[config.mk]
export PLATFORM = sky130hd
export DESIGN_NAME = go_back_n_sender_window_core
export DESIGN_NICKNAME = d
export VERILOG_FILES = /design/src/sv/gbns_pkg.sv /design/src/sv/gbns_cfg.sv /design/src/sv/gbns_mod.sv /design/src/sv/gbns_dp.sv /design/src/sv/gbns_ctrl.sv /design/src/sv/go_back_n_sender_window_core.sv
export SDC_FILE = /design/constraint.sdc
export NUM_CORES = 1
export LEC_CHECK = 0
export BUFFER_PORTS_ARGS = -buffer_cell sky130_fd_sc_hd__clkbuf_2
export CAP_MARGIN = 20
export CORE_AREA = 2 2 228 230
export CTS_CLUSTER_SIZE = 24
export DETAILED_ROUTE_END_ITERATION = 10
export DIE_AREA = 0 0 230 232
export GPL_TIMING_DRIVEN = 0
export MAX_ROUTING_LAYER = met4
export PLACE_DENSITY_LB_ADDON = 0.3
export REMOVE_ABC_BUFFERS = 1
export SKIP_LAST_GASP = 1
export SYNTH_ARGS = -nofsm -noshare
export SYNTH_HDL_FRONTEND = slang
export SYNTH_HIERARCHICAL = 1
export SYNTH_SLANG_ARGS = --single-unit
[constraint.sdc]
create_clock -name clk -period 7.2 [get_ports clk]
set_clock_uncertainty 0.1 [all_clocks]
set_input_delay 0.72 -clock clk [delete_from_list [all_inputs] [get_ports clk]]
set_output_delay 0.72 -clock clk [all_outputs]
set_load 0.02 [all_outputs]
[src/sv/gbns_pkg.sv]
package gbns_pkg;

	localparam int WINDOW_MAX = 32;
	localparam int WIN_CAP    = (WINDOW_MAX < 32) ? WINDOW_MAX : 32;

	localparam int SEQ_W   = 32;
	localparam int WIN_W   = 6;
	localparam int SLOT_W  = 5;
	localparam int TICK_W  = 16;
	localparam int RETRY_W = 8;
	localparam int KIND_W  = 2;
	localparam int ACT_W   = 3;

	localparam int APB_AW = 4;
	localparam int APB_DW = 32;

	localparam int OUT_SEQ_LSB    = 0;
	localparam int OUT_SLOT_LSB   = OUT_SEQ_LSB + SEQ_W;
	localparam int OUT_BASE_LSB   = OUT_SLOT_LSB + SLOT_W;
	localparam int OUT_FLIGHT_LSB = OUT_BASE_LSB + SEQ_W;
	localparam int OUT_USED       = OUT_FLIGHT_LSB + WIN_W;
	localparam int OUT_DW         = ((OUT_USED + 7) / 8) * 8;

	localparam int MOD_STEPS = 4;
	localparam int MOD_ITERS = SEQ_W / MOD_STEPS;
	localparam int MOD_CNT_W = $clog2(MOD_ITERS);

	localparam logic [WIN_W-1:0]   WINDOW_RST  = WIN_W'(4);
	localparam logic [TICK_W-1:0]  TIMEOUT_RST = TICK_W'(100);
	localparam logic [RETRY_W-1:0] RETRY_RST   = RETRY_W'(10);

	localparam logic [1:0] REG_WINDOW  = 2'd0;
	localparam logic [1:0] REG_TIMEOUT = 2'd1;
	localparam logic [1:0] REG_RETRY   = 2'd2;

	typedef enum logic [KIND_W-1:0] {
		KIND_OFFER  = 2'd0,
		KIND_ACK    = 2'd1,
		KIND_TICK   = 2'd2,
		KIND_FINISH = 2'd3
	} kind_t;

	typedef enum logic [ACT_W-1:0] {
		ACT_NONE    = 3'd0,
		ACT_SEND    = 3'd1,
		ACT_RESEND  = 3'd2,
		ACT_EOF     = 3'd3,
		ACT_DONE    = 3'd4,
		ACT_GAVE_UP = 3'd5
	} action_t;

	typedef enum logic [1:0] {
		PH_DATA   = 2'd0,
		PH_FINISH = 2'd1,
		PH_EOF    = 2'd2,
		PH_ENDED  = 2'd3
	} phase_t;

	typedef struct packed {
		logic [WIN_W-1:0]   window_size;
		logic [TICK_W-1:0]  timeout_ticks;
		logic [RETRY_W-1:0] retry_limit;
	} cfg_t;

	typedef struct packed {
		logic load;
		logic mod_start;
		logic commit;
		logic run_init;
		logic run_emit;
	} cmd_t;

	typedef struct packed {
		logic need_mod;
		logic is_run;
		logic mod_done;
		logic out_space;
		logic run_last;
	} stat_t;

endpackage

[src/sv/gbns_cfg.sv]
module gbns_cfg (
	input  logic                        clk,
	input  logic                        arst_n,
	input  logic                        psel,
	input  logic                        penable,
	input  logic                        pwrite,
	input  logic [gbns_pkg::APB_AW-1:0] paddr,
	input  logic [gbns_pkg::APB_DW-1:0] pwdata,
	output logic [gbns_pkg::APB_DW-1:0] prdata,
	output logic                        pready,
	output gbns_pkg::cfg_t              cfg
);

	gbns_pkg::cfg_t cfg_q;
	logic [1:0]     idx;

	assign idx    = paddr[gbns_pkg::APB_AW-1:2];
	assign pready = 1'b1;
	assign cfg    = cfg_q;

	always_ff @(posedge clk or negedge arst_n) begin
		if (!arst_n) begin
			cfg_q.window_size   <= gbns_pkg::WINDOW_RST;
			cfg_q.timeout_ticks <= gbns_pkg::TIMEOUT_RST;
			cfg_q.retry_limit   <= gbns_pkg::RETRY_RST;
		end else if (psel && penable && pwrite) begin
			case (idx)
				gbns_pkg::REG_WINDOW: begin
					cfg_q.window_size <= pwdata[gbns_pkg::WIN_W-1:0];
				end
				gbns_pkg::REG_TIMEOUT: begin
					cfg_q.timeout_ticks <= pwdata[gbns_pkg::TICK_W-1:0];
				end
				gbns_pkg::REG_RETRY: begin
					cfg_q.retry_limit <= pwdata[gbns_pkg::RETRY_W-1:0];
				end
				default: begin
				end
			endcase
		end
	end

	always_comb begin
		prdata = '0;
		case (idx)
			gbns_pkg::REG_WINDOW: begin
				prdata = gbns_pkg::APB_DW'(cfg_q.window_size);
			end
			gbns_pkg::REG_TIMEOUT: begin
				prdata = gbns_pkg::APB_DW'(cfg_q.timeout_ticks);
			end
			gbns_pkg::REG_RETRY: begin
				prdata = gbns_pkg::APB_DW'(cfg_q.retry_limit);
			end
			default: begin
				prdata = '0;
			end
		endcase
	end

endmodule

[src/sv/gbns_mod.sv]
module gbns_mod (
	input  logic                       clk,
	input  logic                       arst_n,
	input  logic                       start,
	input  logic [gbns_pkg::SEQ_W-1:0] operand,
	input  logic [gbns_pkg::WIN_W-1:0] divisor,
	output logic                       done,
	output logic [gbns_pkg::WIN_W-1:0] rem
);

	logic                           busy_q;
	logic                           done_q;
	logic [gbns_pkg::SEQ_W-1:0]     dvd_q;
	logic [gbns_pkg::WIN_W-1:0]     rem_q;
	logic [gbns_pkg::MOD_CNT_W-1:0] cnt_q;
	logic [gbns_pkg::WIN_W-1:0]     rem_step;

	assign done = done_q;
	assign rem  = rem_q;

	always_comb begin
		logic [gbns_pkg::WIN_W-1:0] r;
		r = rem_q;
		for (int i = 0; i < gbns_pkg::MOD_STEPS; i++) begin
			r = {r[gbns_pkg::WIN_W-2:0], dvd_q[gbns_pkg::SEQ_W-1-i]};
			if (r >= divisor) begin
				r = r - divisor;
			end
		end
		rem_step = r;
	end

	always_ff @(posedge clk or negedge arst_n) begin
		if (!arst_n) begin
			busy_q <= 1'b0;
			done_q <= 1'b0;
		end else if (start) begin
			busy_q <= 1'b1;
			done_q <= 1'b0;
		end else if (busy_q && cnt_q == gbns_pkg::MOD_CNT_W'(gbns_pkg::MOD_ITERS - 1)) begin
			busy_q <= 1'b0;
			done_q <= 1'b1;
		end
	end

	always_ff @(posedge clk) begin
		if (start) begin
			dvd_q <= operand;
			rem_q <= '0;
			cnt_q <= '0;
		end else if (busy_q) begin
			dvd_q <= dvd_q << gbns_pkg::MOD_STEPS;
			rem_q <= rem_step;
			cnt_q <= cnt_q + 1'b1;
		end
	end

endmodule

[src/sv/gbns_dp.sv]
module gbns_dp (
	input  logic                         clk,
	input  logic                         arst_n,
	input  gbns_pkg::cfg_t               cfg,
	input  gbns_pkg::cmd_t               cmd,
	output gbns_pkg::stat_t              stat,
	input  logic [gbns_pkg::KIND_W-1:0]  in_kind,
	input  logic [gbns_pkg::SEQ_W-1:0]   in_ack,
	input  logic                         out_ready,
	output logic                         out_valid,
	output logic [gbns_pkg::ACT_W-1:0]   out_action,
	output logic [gbns_pkg::SEQ_W-1:0]   out_seq,
	output logic [gbns_pkg::SLOT_W-1:0]  out_slot,
	output logic                         out_last,
	output logic [gbns_pkg::SEQ_W-1:0]   out_base,
	output logic [gbns_pkg::WIN_W-1:0]   out_flight
);

	localparam int SEQ_W   = gbns_pkg::SEQ_W;
	localparam int WIN_W   = gbns_pkg::WIN_W;
	localparam int SLOT_W  = gbns_pkg::SLOT_W;
	localparam int TICK_W  = gbns_pkg::TICK_W;
	localparam int RETRY_W = gbns_pkg::RETRY_W;

	logic [SEQ_W-1:0]   base_q, next_q, ack_q;
	logic [TICK_W-1:0]  elapsed_q;
	logic [RETRY_W-1:0] retries_q;
	gbns_pkg::phase_t   phase_q;
	gbns_pkg::kind_t    kind_q;
	logic               out_valid_q;
	logic [WIN_W-1:0]   run_cnt_q;
	logic [SLOT_W-1:0]  run_slot_q;

	gbns_pkg::action_t  act_q;
	logic [SEQ_W-1:0]   seq_q, obase_q;
	logic [SLOT_W-1:0]  slot_q;
	logic               last_q;
	logic [WIN_W-1:0]   oflight_q;

	logic [WIN_W-1:0]   win;
	logic [SEQ_W-1:0]   flight, ack_off, ack_inc, flight_n, run_seq;
	logic [WIN_W-1:0]   flight_lo;
	logic               in_win;
	logic [TICK_W-1:0]  elapsed_inc;
	logic               expired;
	logic [RETRY_W-1:0] retries_inc;
	logic [WIN_W-1:0]   rem;
	logic               mod_done;
	logic               run_last;
	logic [WIN_W-1:0]   slot_inc;

	gbns_pkg::action_t  act;
	logic [SEQ_W-1:0]   seq, base_n, next_n;
	logic [SLOT_W-1:0]  slot;
	logic [TICK_W-1:0]  elapsed_n;
	logic [RETRY_W-1:0] retries_n;
	gbns_pkg::phase_t   phase_n;
	logic               need_mod, is_run, apply;

	always_comb begin
		win = cfg.window_size;
		if (cfg.window_size == '0) begin
			win = WIN_W'(1);
		end else if (cfg.window_size > WIN_W'(gbns_pkg::WIN_CAP)) begin
			win = WIN_W'(gbns_pkg::WIN_CAP);
		end
	end

	assign flight      = next_q - base_q;
	assign flight_lo   = flight[WIN_W-1:0];
	assign ack_off     = ack_q - base_q;
	assign in_win      = ack_off < flight;
	assign ack_inc     = ack_q + 1'b1;
	assign elapsed_inc = (elapsed_q != '1) ? elapsed_q + 1'b1 : elapsed_q;
	assign expired     = elapsed_inc >= cfg.timeout_ticks;
	assign retries_inc = (retries_q != '1) ? retries_q + 1'b1 : retries_q;
	assign run_last    = (run_cnt_q + 1'b1) == flight_lo;
	assign run_seq     = base_q + SEQ_W'(run_cnt_q);
	assign slot_inc    = {1'b0, run_slot_q} + 1'b1;

	gbns_mod u_mod (
		.clk     (clk),
		.arst_n  (arst_n),
		.start   (cmd.mod_start),
		.operand (is_run ? base_q : next_q),
		.divisor (win),
		.done    (mod_done),
		.rem     (rem)
	);

	always_comb begin
		act       = gbns_pkg::ACT_NONE;
		seq       = '0;
		slot      = '0;
		base_n    = base_q;
		next_n    = next_q;
		elapsed_n = elapsed_q;
		retries_n = retries_q;
		phase_n   = phase_q;
		need_mod  = 1'b0;
		is_run    = 1'b0;
		case (kind_q)
			gbns_pkg::KIND_OFFER: begin
				if (phase_q == gbns_pkg::PH_DATA && flight < SEQ_W'(win)) begin
					need_mod = 1'b1;
					act      = gbns_pkg::ACT_SEND;
					seq      = next_q;
					slot     = rem[SLOT_W-1:0];
					next_n   = next_q + 1'b1;
					if (flight == '0) begin
						elapsed_n = '0;
					end
				end
			end
			gbns_pkg::KIND_ACK: begin
				if (phase_q == gbns_pkg::PH_DATA || phase_q == gbns_pkg::PH_FINISH) begin
					if (in_win) begin
						base_n    = ack_inc;
						elapsed_n = '0;
						if (phase_q == gbns_pkg::PH_FINISH && ack_inc == next_q) begin
							phase_n   = gbns_pkg::PH_EOF;
							retries_n = '0;
							act       = gbns_pkg::ACT_EOF;
							seq       = next_q;
						end
					end
				end else if (phase_q == gbns_pkg::PH_EOF) begin
					if (ack_q == next_q) begin
						phase_n = gbns_pkg::PH_ENDED;
						act     = gbns_pkg::ACT_DONE;
					end
				end
			end
			gbns_pkg::KIND_TICK: begin
				if ((phase_q == gbns_pkg::PH_DATA || phase_q == gbns_pkg::PH_FINISH)
				    && flight != '0) begin
					if (expired) begin
						need_mod  = 1'b1;
						is_run    = 1'b1;
						elapsed_n = '0;
					end else begin
						elapsed_n = elapsed_inc;
					end
				end else if (phase_q == gbns_pkg::PH_EOF) begin
					if (expired) begin
						elapsed_n = '0;
						retries_n = retries_inc;
						if (retries_inc >= cfg.retry_limit) begin
							phase_n = gbns_pkg::PH_ENDED;
							act     = gbns_pkg::ACT_GAVE_UP;
						end else begin
							act = gbns_pkg::ACT_EOF;
							seq = next_q;
						end
					end else begin
						elapsed_n = elapsed_inc;
					end
				end
			end
			gbns_pkg::KIND_FINISH: begin
				if (phase_q == gbns_pkg::PH_DATA) begin
					if (flight == '0) begin
						phase_n   = gbns_pkg::PH_EOF;
						retries_n = '0;
						elapsed_n = '0;
						act       = gbns_pkg::ACT_EOF;
						seq       = next_q;
					end else begin
						phase_n = gbns_pkg::PH_FINISH;
					end
				end
			end
			default: begin
			end
		endcase
	end

	assign flight_n = next_n - base_n;
	assign apply    = cmd.commit || (cmd.run_emit && run_last);

	assign stat.need_mod  = need_mod;
	assign stat.is_run    = is_run;
	assign stat.mod_done  = mod_done;
	assign stat.out_space = !out_valid_q || out_ready;
	assign stat.run_last  = run_last;

	always_ff @(posedge clk or negedge arst_n) begin
		if (!arst_n) begin
			base_q      <= '0;
			next_q      <= '0;
			elapsed_q   <= '0;
			retries_q   <= '0;
			phase_q     <= gbns_pkg::PH_DATA;
			out_valid_q <= 1'b0;
		end else begin
			if (apply) begin
				base_q    <= base_n;
				next_q    <= next_n;
				elapsed_q <= elapsed_n;
				retries_q <= retries_n;
				phase_q   <= phase_n;
			end
			if (cmd.commit || cmd.run_emit) begin
				out_valid_q <= 1'b1;
			end else if (out_ready) begin
				out_valid_q <= 1'b0;
			end
		end
	end

	always_ff @(posedge clk) begin
		if (cmd.load) begin
			kind_q <= gbns_pkg::kind_t'(in_kind);
			ack_q  <= in_ack;
		end
		if (cmd.run_init) begin
			run_cnt_q  <= '0;
			run_slot_q <= rem[SLOT_W-1:0];
		end else if (cmd.run_emit) begin
			run_cnt_q  <= run_cnt_q + 1'b1;
			run_slot_q <= (slot_inc == win || run_seq == '1) ? '0 : slot_inc[SLOT_W-1:0];
		end
		if (cmd.commit) begin
			act_q     <= act;
			seq_q     <= seq;
			slot_q    <= slot;
			last_q    <= 1'b1;
			obase_q   <= base_n;
			oflight_q <= flight_n[WIN_W-1:0];
		end else if (cmd.run_emit) begin
			act_q     <= gbns_pkg::ACT_RESEND;
			seq_q     <= run_seq;
			slot_q    <= run_slot_q;
			last_q    <= run_last;
			obase_q   <= base_q;
			oflight_q <= flight_lo;
		end
	end

	assign out_valid  = out_valid_q;
	assign out_action = act_q;
	assign out_seq    = seq_q;
	assign out_slot   = slot_q;
	assign out_last   = last_q;
	assign out_base   = obase_q;
	assign out_flight = oflight_q;

endmodule

[src/sv/gbns_ctrl.sv]
module gbns_ctrl (
	input  logic            clk,
	input  logic            arst_n,
	input  logic            in_valid,
	output logic            in_ready,
	input  gbns_pkg::stat_t stat,
	output gbns_pkg::cmd_t  cmd
);

	typedef enum logic [4:0] {
		ST_IDLE = 5'b00001,
		ST_EVAL = 5'b00010,
		ST_MOD  = 5'b00100,
		ST_SEND = 5'b01000,
		ST_RUN  = 5'b10000
	} state_t;

	state_t state_q, state_d;

	assign in_ready = (state_q == ST_IDLE);

	always_comb begin
		state_d = state_q;
		cmd     = '0;
		case (state_q)
			ST_IDLE: begin
				if (in_valid) begin
					cmd.load = 1'b1;
					state_d  = ST_EVAL;
				end
			end
			ST_EVAL: begin
				if (stat.need_mod) begin
					cmd.mod_start = 1'b1;
					state_d       = ST_MOD;
				end else if (stat.out_space) begin
					cmd.commit = 1'b1;
					state_d    = ST_IDLE;
				end
			end
			ST_MOD: begin
				if (stat.mod_done) begin
					if (stat.is_run) begin
						cmd.run_init = 1'b1;
						state_d      = ST_RUN;
					end else begin
						state_d = ST_SEND;
					end
				end
			end
			ST_SEND: begin
				if (stat.out_space) begin
					cmd.commit = 1'b1;
					state_d    = ST_IDLE;
				end
			end
			ST_RUN: begin
				if (stat.out_space) begin
					cmd.run_emit = 1'b1;
					if (stat.run_last) begin
						state_d = ST_IDLE;
					end
				end
			end
			default: begin
				state_d = ST_IDLE;
			end
		endcase
	end

	always_ff @(posedge clk or negedge arst_n) begin
		if (!arst_n) begin
			state_q <= ST_IDLE;
		end else begin
			state_q <= state_d;
		end
	end

endmodule

[src/sv/go_back_n_sender_window_core.sv]
// channel   direction  handshake          payload
// s_*       in         s_tvalid/s_tready  tuser: kind; tdata: ack_seq
// m_*       out        m_tvalid/m_tready  tuser: action; tlast: last;
//                                         tdata: seq, slot, base, in_flight
// apb       in         psel/penable       window_size, timeout_ticks, retry_limit
//
// Ack and finish words, and ticks with no resend, are accepted, then decided and loaded into the output.
// A send takes its slot from a remainder unit that retires
// 4 dividend bits per cycle until all 32 bits are done.
// A timeout resend finds its first slot likewise, then sends each outstanding segment.
// A stalled output holds the block before it loads the next result; one finished
// result may wait in the output register while the next word is accepted.
// Reset clears sequence, timer and phase state; no clearing pass.
module go_back_n_sender_window_core (
	input  logic                         clk,
	input  logic                         arst_n,
	input  logic                         s_tvalid,
	output logic                         s_tready,
	input  logic [gbns_pkg::SEQ_W-1:0]   s_tdata,  // ack_seq
	input  logic [gbns_pkg::KIND_W-1:0]  s_tuser,  // kind
	output logic                         m_tvalid,
	input  logic                         m_tready,
	output logic [gbns_pkg::OUT_DW-1:0]  m_tdata,  // seq_number, slot_index, window_base,
	                                               // in_flight, zero pad
	output logic                         m_tlast,
	output logic [gbns_pkg::ACT_W-1:0]   m_tuser,  // action
	input  logic                         psel,
	input  logic                         penable,
	input  logic                         pwrite,
	input  logic [gbns_pkg::APB_AW-1:0]  paddr,
	input  logic [gbns_pkg::APB_DW-1:0]  pwdata,
	output logic [gbns_pkg::APB_DW-1:0]  prdata,
	output logic                         pready
);

	gbns_pkg::cfg_t  cfg;
	gbns_pkg::cmd_t  cmd;
	gbns_pkg::stat_t stat;

	logic [gbns_pkg::SEQ_W-1:0]  out_seq, out_base;
	logic [gbns_pkg::SLOT_W-1:0] out_slot;
	logic [gbns_pkg::WIN_W-1:0]  out_flight;

	gbns_cfg u_cfg (
		.clk     (clk),
		.arst_n  (arst_n),
		.psel    (psel),
		.penable (penable),
		.pwrite  (pwrite),
		.paddr   (paddr),
		.pwdata  (pwdata),
		.prdata  (prdata),
		.pready  (pready),
		.cfg     (cfg)
	);

	gbns_ctrl u_ctrl (
		.clk      (clk),
		.arst_n   (arst_n),
		.in_valid (s_tvalid),
		.in_ready (s_tready),
		.stat     (stat),
		.cmd      (cmd)
	);

	gbns_dp u_dp (
		.clk        (clk),
		.arst_n     (arst_n),
		.cfg        (cfg),
		.cmd        (cmd),
		.stat       (stat),
		.in_kind    (s_tuser),
		.in_ack     (s_tdata),
		.out_ready  (m_tready),
		.out_valid  (m_tvalid),
		.out_action (m_tuser),
		.out_seq    (out_seq),
		.out_slot   (out_slot),
		.out_last   (m_tlast),
		.out_base   (out_base),
		.out_flight (out_flight)
	);

	assign m_tdata = {{(gbns_pkg::OUT_DW - gbns_pkg::OUT_USED){1'b0}},
	                  out_flight, out_base, out_slot, out_seq};

endmodule

==> results of run 1 <==
[through the flow]
stage	util, %	instances	hold WS [ns]
4_1_cts	50.0	3342	0.218
6_report	50.8	3369	0.245
3_3_place_gp	46.6	3245	0.350
2_1_floorplan	-	2410	0.324
3_5_place_dp	47.3	3262	0.353
5_1_grt	50.8	3368	0.230
[worst max-delay path: cells and delay by family, from the launching register on]
family                   cells  cell delay, ns
AO/OA/AOI/OAI               14            2.88
XOR/XNOR                     3            0.39
adder cells (fa/ha/maj)      3            0.99
buffers and inverters        3            0.46
flip-flops                   1            0.38
multiplexers                 1            0.27
AND/OR/NAND/NOR              6            1.47
[placed cells by master (no fill, tap or decap), drive strengths merged, types with 12 or more instances in the layout]
| cell | n |
|---|---|
| a211oi | 18 |
| a21o | 60 |
| a21oi | 189 |
| a22o | 12 |
| a31oi | 16 |
| and2 | 29 |
| and3 | 39 |
| buf | 53 |
| clkbuf | 206 |
| conb | 22 |
| dfrtp | 121 |
| dfxtp | 15 |
| edfxtp | 149 |
| ha | 166 |
| inv | 147 |
| mux2 | 74 |
| mux2i | 36 |
| nand2 | 201 |
| nand2b | 28 |
| nand3 | 74 |
| nand4 | 53 |
| nor2 | 242 |
| nor2b | 22 |
| nor3 | 68 |
| nor4 | 30 |
| o211ai | 19 |
| o21a | 23 |
| o21ai | 122 |
| or2 | 16 |
| or3 | 28 |
| xnor2 | 155 |
| xor2 | 77 |
[worst max-delay path by stage]
stage and to:
2_1_floorplan u_dp/out_seq[10], 3_3_place_gp u_dp/out_seq[17], 3_5_place_dp u_dp/out_flight[5], 4_1_cts u_dp/out_flight[5], 5_1_grt u_dp/out_flight[5], 6_report u_dp/out_flight[5]
[layer usage]
layer | share of wire [%] | vias to the layer above | track usage [%]
met1 | 43 | 9519 | 36.5
li1 | - | 9312 | -
met5 | 0 | - | -
met3 | 6.4 | 132 | 3.57
met4 | 4.3 | 0 | 11.2
met2 | 46 | 751 | 44.4
[sequential cells by signal, indices dropped and copies added (netlist names)]
signal	flops
u_cfg/cfg	30
u_ctrl/state_q	5
u_dp/ack_q	32
u_dp/base_q	32
u_dp/elapsed_q	16
u_dp/kind_q	2
u_dp/next_q	32
u_dp/out_action	3
u_dp/out_base	32
u_dp/out_flight	6
u_dp/out_last	1
u_dp/out_seq	32
u_dp/out_slot	5
u_dp/out_valid	1
u_dp/phase_q	2
u_dp/retries_q	8
u_dp/run_cnt_q	6
u_dp/run_slot_q	5
u_dp/u_mod/busy_q	1
u_dp/u_mod/cnt_q	3
u_dp/u_mod/done	1
u_dp/u_mod/dvd_q	32
u_dp/u_mod/rem	5
[what timing repair did]
item / 4_1_cts / 5_1_grt
gates resized for setup: 28 / 40
pin swaps: 10 / 17
endpoints found under the setup margin: 146 / 83
setup buffers: 13 / 23
cloned: 0 / 2
hold buffers: 1 / 0
hold endpoints to repair: 22 / 0
[where the power goes]
part	internal (uW)	leakage, uW	switching [uW]	total, uW
combinational	3450	0.00751	5030	8480
clock	1040	0.000552	719	1760
sequential	2180	0.00313	399	2580
[cell type report]
type                       count  area share (%)
clock inverter                16           0.562
sequential                   292            30.9
timing repair buffer         210            5.30
clock buffer                  50            3.85
multi-input combinational   1975            54.0
antenna                        2          0.0194
tap                          680            3.29
inverter                     144            2.09
==> reports/metrics.cfg, run 1 <==
[clock_tree]
clkLatencyLatePin_ns=0.56
cts_tree=built
clock_path_buffers=3
htree_levels=2
cts.clk_slew.worst_paths_ns=0.05
clock-sinks=292
numCtsBuffers=36
root_buffer=clkbuf_16

[pwr]
ir_drop_mv=0.589
finalPower_uw=12800
p_leak_uw=0.0112
p_per_area_mw_per_mm2=496

[critical_path]
rrSetupSlack_ns=0.05
path_class=register to register
timing.rr.end=u_dp/out_flight[5]
worstRegToRegCells=30
cp-end-kind=register
worstPathRequired_ns=7.46
reg2reg_from=u_dp/base_q[2]
cp_max_fo=5
cp-startpoint=u_dp/base_q[2]
cp-start-kind=register
critical_path.max_stage_delay_ns=0.46
slowest_stage=nor4_4
worst_ep_arrival_time_ns=7.41

[hold_path]
whs_endpoint=u_dp/ack_q[30]
hold_start=s_tdata[30]
worstHoldPathType=primary input to register
holdPathStages=1

[drt]
vias_per_cell=5.85
post-route-drc-count=0
wire_per_inst_um=22.2
first_pass_iters=7
antenna_left=0
drtIter0Drc=1574
via_count=19700
drt-total-wl_mm=74.7

[floorplan]
start_util_pct=44.6
die_height_um=232
dieArea_sq_mm=0.0534
num_rows=83
core_sq_mm=0.0509
io_pins=196
dieWidth_um=230

[timing]
timing.final.crit_share_pct=99.3
worst_slew_pin_slew_ns=0.933
setup_slack_ns=0.0522
rsz0062_at_grt=true
hold_viol_final=0
setup_viol=0
slew_headroom_pct=37.8
max_freq_mhz=140
tns_ns=0
timing.final.max_slew_violations=0
finalCriticalPeriod_ns=7.15

[place]
place_area_sq_mm=0.0241
dp_hpwl_mm=56.5
place.gp.congestion=1.01
portBuffers=155
dpl_worst_slack_ns=-2.00

[layout]
fin_area_sq_mm=0.0258
multi_input_area_sq_mm=0.0139
drive_gt1_share_pct=16.5
fin_nets=2910
register_area_sq_mm=0.00799
fillers=4758
area_growth_pct=13.9

[grt]
first_global_vias=18800
grt_usage_pct=28.0
grt_pass1_wl_mm=112
grt_max_degree=86
globalRouteOverflowTotal=0
antenna_found_initial=1

[synthesis]
postSynthAreaPerCell_sq_um=8.99
synth.cell_area_sq_mm=0.0227
synth_cells=2525
ys_warn_count=6

[status]
outcome=finished, final reports clean

[job]
drv_cap=0

(Power assumes the default switching activity.)
==> run 2: changes to the inputs <==
- CORE_AREA: 2 2 228 230 -> 2 2 223 225
- CTS_BUF_LIST: unset -> sky130_fd_sc_hd__clkbuf_2
- DIE_AREA: 0 0 230 232 -> 0 0 225 227
- SYNTH_HIERARCHICAL: 1 -> unset
==> reports/metrics.cfg, run 2 <==
[status]
outcome=complete, but fails checks
violations=negative setup slack

[layout]
finalNonFillerCells=3356
post-route-util_pct=52.7
final_cell_mix=clkbuf_2, nand2_1, o21ai_0
fin_area_sq_mm=0.0256
fin_nets=2918
layout_commonest_cell=clkbuf_2
drive_gt1_share_pct=19.2
area_growth_pct=18.1
fillers=4494

[grt]
first_global_vias=18600
grtUsageMet1_pct=33.8
grt_util_met3_pct=3.60
grt_usage_pct=26.8
globalRouteOverflowTotal=0
grt_pass1_wl_mm=103
antenna_found_initial=2
grt_max_degree=93
grt.busiest_layer=met2
met2_usage_pct=43.3

[timing]
max_freq_mhz=138
finalCriticalPeriod_ns=7.27
setup_viol=3
worst_slew_pin_slew_ns=1.20
timing.final.max_slew_violations=0
timing.final.crit_share_pct=101
hold_viol_final=0
tns_ns=-0.0894
setup_slack_ns=-0.0724
rsz0062_at_grt=true
slew_headroom_pct=19.3

[synthesis]
synth_cells=2386
synth.top_cell.area_share_pct=20.7
synth_top_area_cell=edfxtp_1
yosys.cell_count.top_type=nand2_1
ys_seq_elements=292
ys_warn_count=0
synth_edf_count=149
synthArstFlopShare_pct=43.8
synthTopCellsByArea=edfxtp_1, dfrtp_1, ha_1
synth_flop_cell=edfxtp_1
seq_area_frac_synth_pct=36.9
synth_commonest_cells=nand2_1, o21ai_0, ha_1
synth_cell_types=90
synth.cell_area_sq_mm=0.0217
postSynthAreaPerCell_sq_um=9.08

[job]
drv_cap=0

[critical_path]
worst_ep_arrival_time_ns=8.08
path_delay_family=compound AO/OA/AOI/OAI gates
critical_path.max_stage_delay_ns=0.41
slowest_stage=dfrtp_1
worstPathRequired_ns=8.01
path_class=register to register
path_common_cell=a21oi_4
worstRegToRegCells=34
cp-end-kind=register
cp_max_fo=6
cp-start-kind=register
reg2reg_from=u_cfg.cfg[25]
cp_num_cells=34
crit_buf_inv=4
rrSetupSlack_ns=-0.07
timing.rr.end=u_dp.u_mod.rem[3]

[hold_path]
holdPathStages=4
hold_start=penable
worstHoldPathType=primary input to register
whs_endpoint=u_cfg.cfg[11]

[clock_tree]
clock-sinks=292
numCtsBuffers=83
root_buffer=clkbuf_2
htree_levels=3
clock_path_buffers=3
cts_tree=built
clkLatencyLatePin_ns=1.08
cts.clk_slew.worst_paths_ns=0.10

[floorplan]
core_sq_mm=0.0485
num_rows=81
start_util_pct=44.6
dieWidth_um=225
die_height_um=227
io_pins=196
dieArea_sq_mm=0.0511

[place]
dp_cells=3078
place_area_sq_mm=0.0231
portBuffers=155
dp_hpwl_mm=50.6
place.gp.congestion=0.916

[drt]
antenna_left=0
via_count=19300
drtIter0Drc=1496
post-route-drc-count=0
wire_per_inst_um=20.2
drt-total-wl_mm=67.6
first_pass_iters=6
vias_per_cell=5.74

==> run 2: how the worst max path moves through the flow <==
| stage | start | endpoint |
|---|---|---|
| 2_1_floorplan | u_cfg.cfg[25] | u_dp.u_mod.rem[0] |
| 5_1_grt | u_cfg.cfg[25] | u_dp.u_mod.rem[3] |
| 6_report | u_cfg.cfg[25] | u_dp.u_mod.rem[3] |
| 4_1_cts | u_cfg.cfg[25] | u_dp.u_mod.rem[1] |
| 3_5_place_dp | u_cfg.cfg[29] | u_dp.u_mod.rem[2] |
| 3_3_place_gp | u_dp.base_q[4] | u_dp.out_base[28] |
==> run 2: area by class of cell <==
cell class | instances | area [sq um] | share of cell area [%]
multi-input combinational | 1859 | 13200 | 51.7
sequential | 292 | 8000 | 31.3
timing repair buffer | 291 | 2170 | 8.47
tap | 622 | 778 | 3.04
clock buffer | 127 | 636 | 2.49
inverter | 135 | 515 | 2.02
clock inverter | 29 | 250 | 0.978
antenna | 1 | 2.50 | 0.00978
==> run 2: repair_timing <==
action,in CTS,in global routing
gates cloned,1,0
endpoints found under the hold margin,188,0
hold buffers,55,0
pin swaps,28,41
resized for setup,77,52
setup buffers,45,20
setup endpoints to repair,123,24
==> run 2: layer usage <==
| metal | vias up | part of all wire (%) |
|---|---|---|
| li1 | 9117 | - |
| met4 | 0 | 3.7 |
| met2 | 672 | 47 |
| met1 | 9339 | 43 |
| met3 | 145 | 5.9 |
| met5 | - | 0 |
==> run 2: stage by stage <==
stage | setup WS (ns) | hold WS (ns)
2_1_floorplan | -0.858 | 0.324
3_3_place_gp | -3.25 | 0.342
3_5_place_dp | -2.26 | 0.350
4_1_cts | -0.00108 | 0.00148
5_1_grt | -0.442 | 0.142
6_report | -0.0724 | 0.0980
==> run 2: worst min-delay path, delay by kind of cell <==
family	cells	cell delay (ns)
and+or+nand+nor	2	0.25
AOI/OAI and AO/OA	1	0.15
buffers and inverters	1	0.08
==> run 2: logic make-up (layout without fill, tap and decap cells) <==
group,Yosys count,count (layout),share of synthesized area (%)
simple gates,780,780,17.8
compound gates,551,552,15.9
flops,292,292,36.9
buf+inv,256,582,4.99
xor+xnor,249,249,10.1
fa+ha+maj,179,179,10.6
mux,77,77,3.69
other cells,2,23,0.0347
Power of run 2 is not shown: default switching activity piles up to over one toggle a cycle in this logic, so the estimate is an artifact.
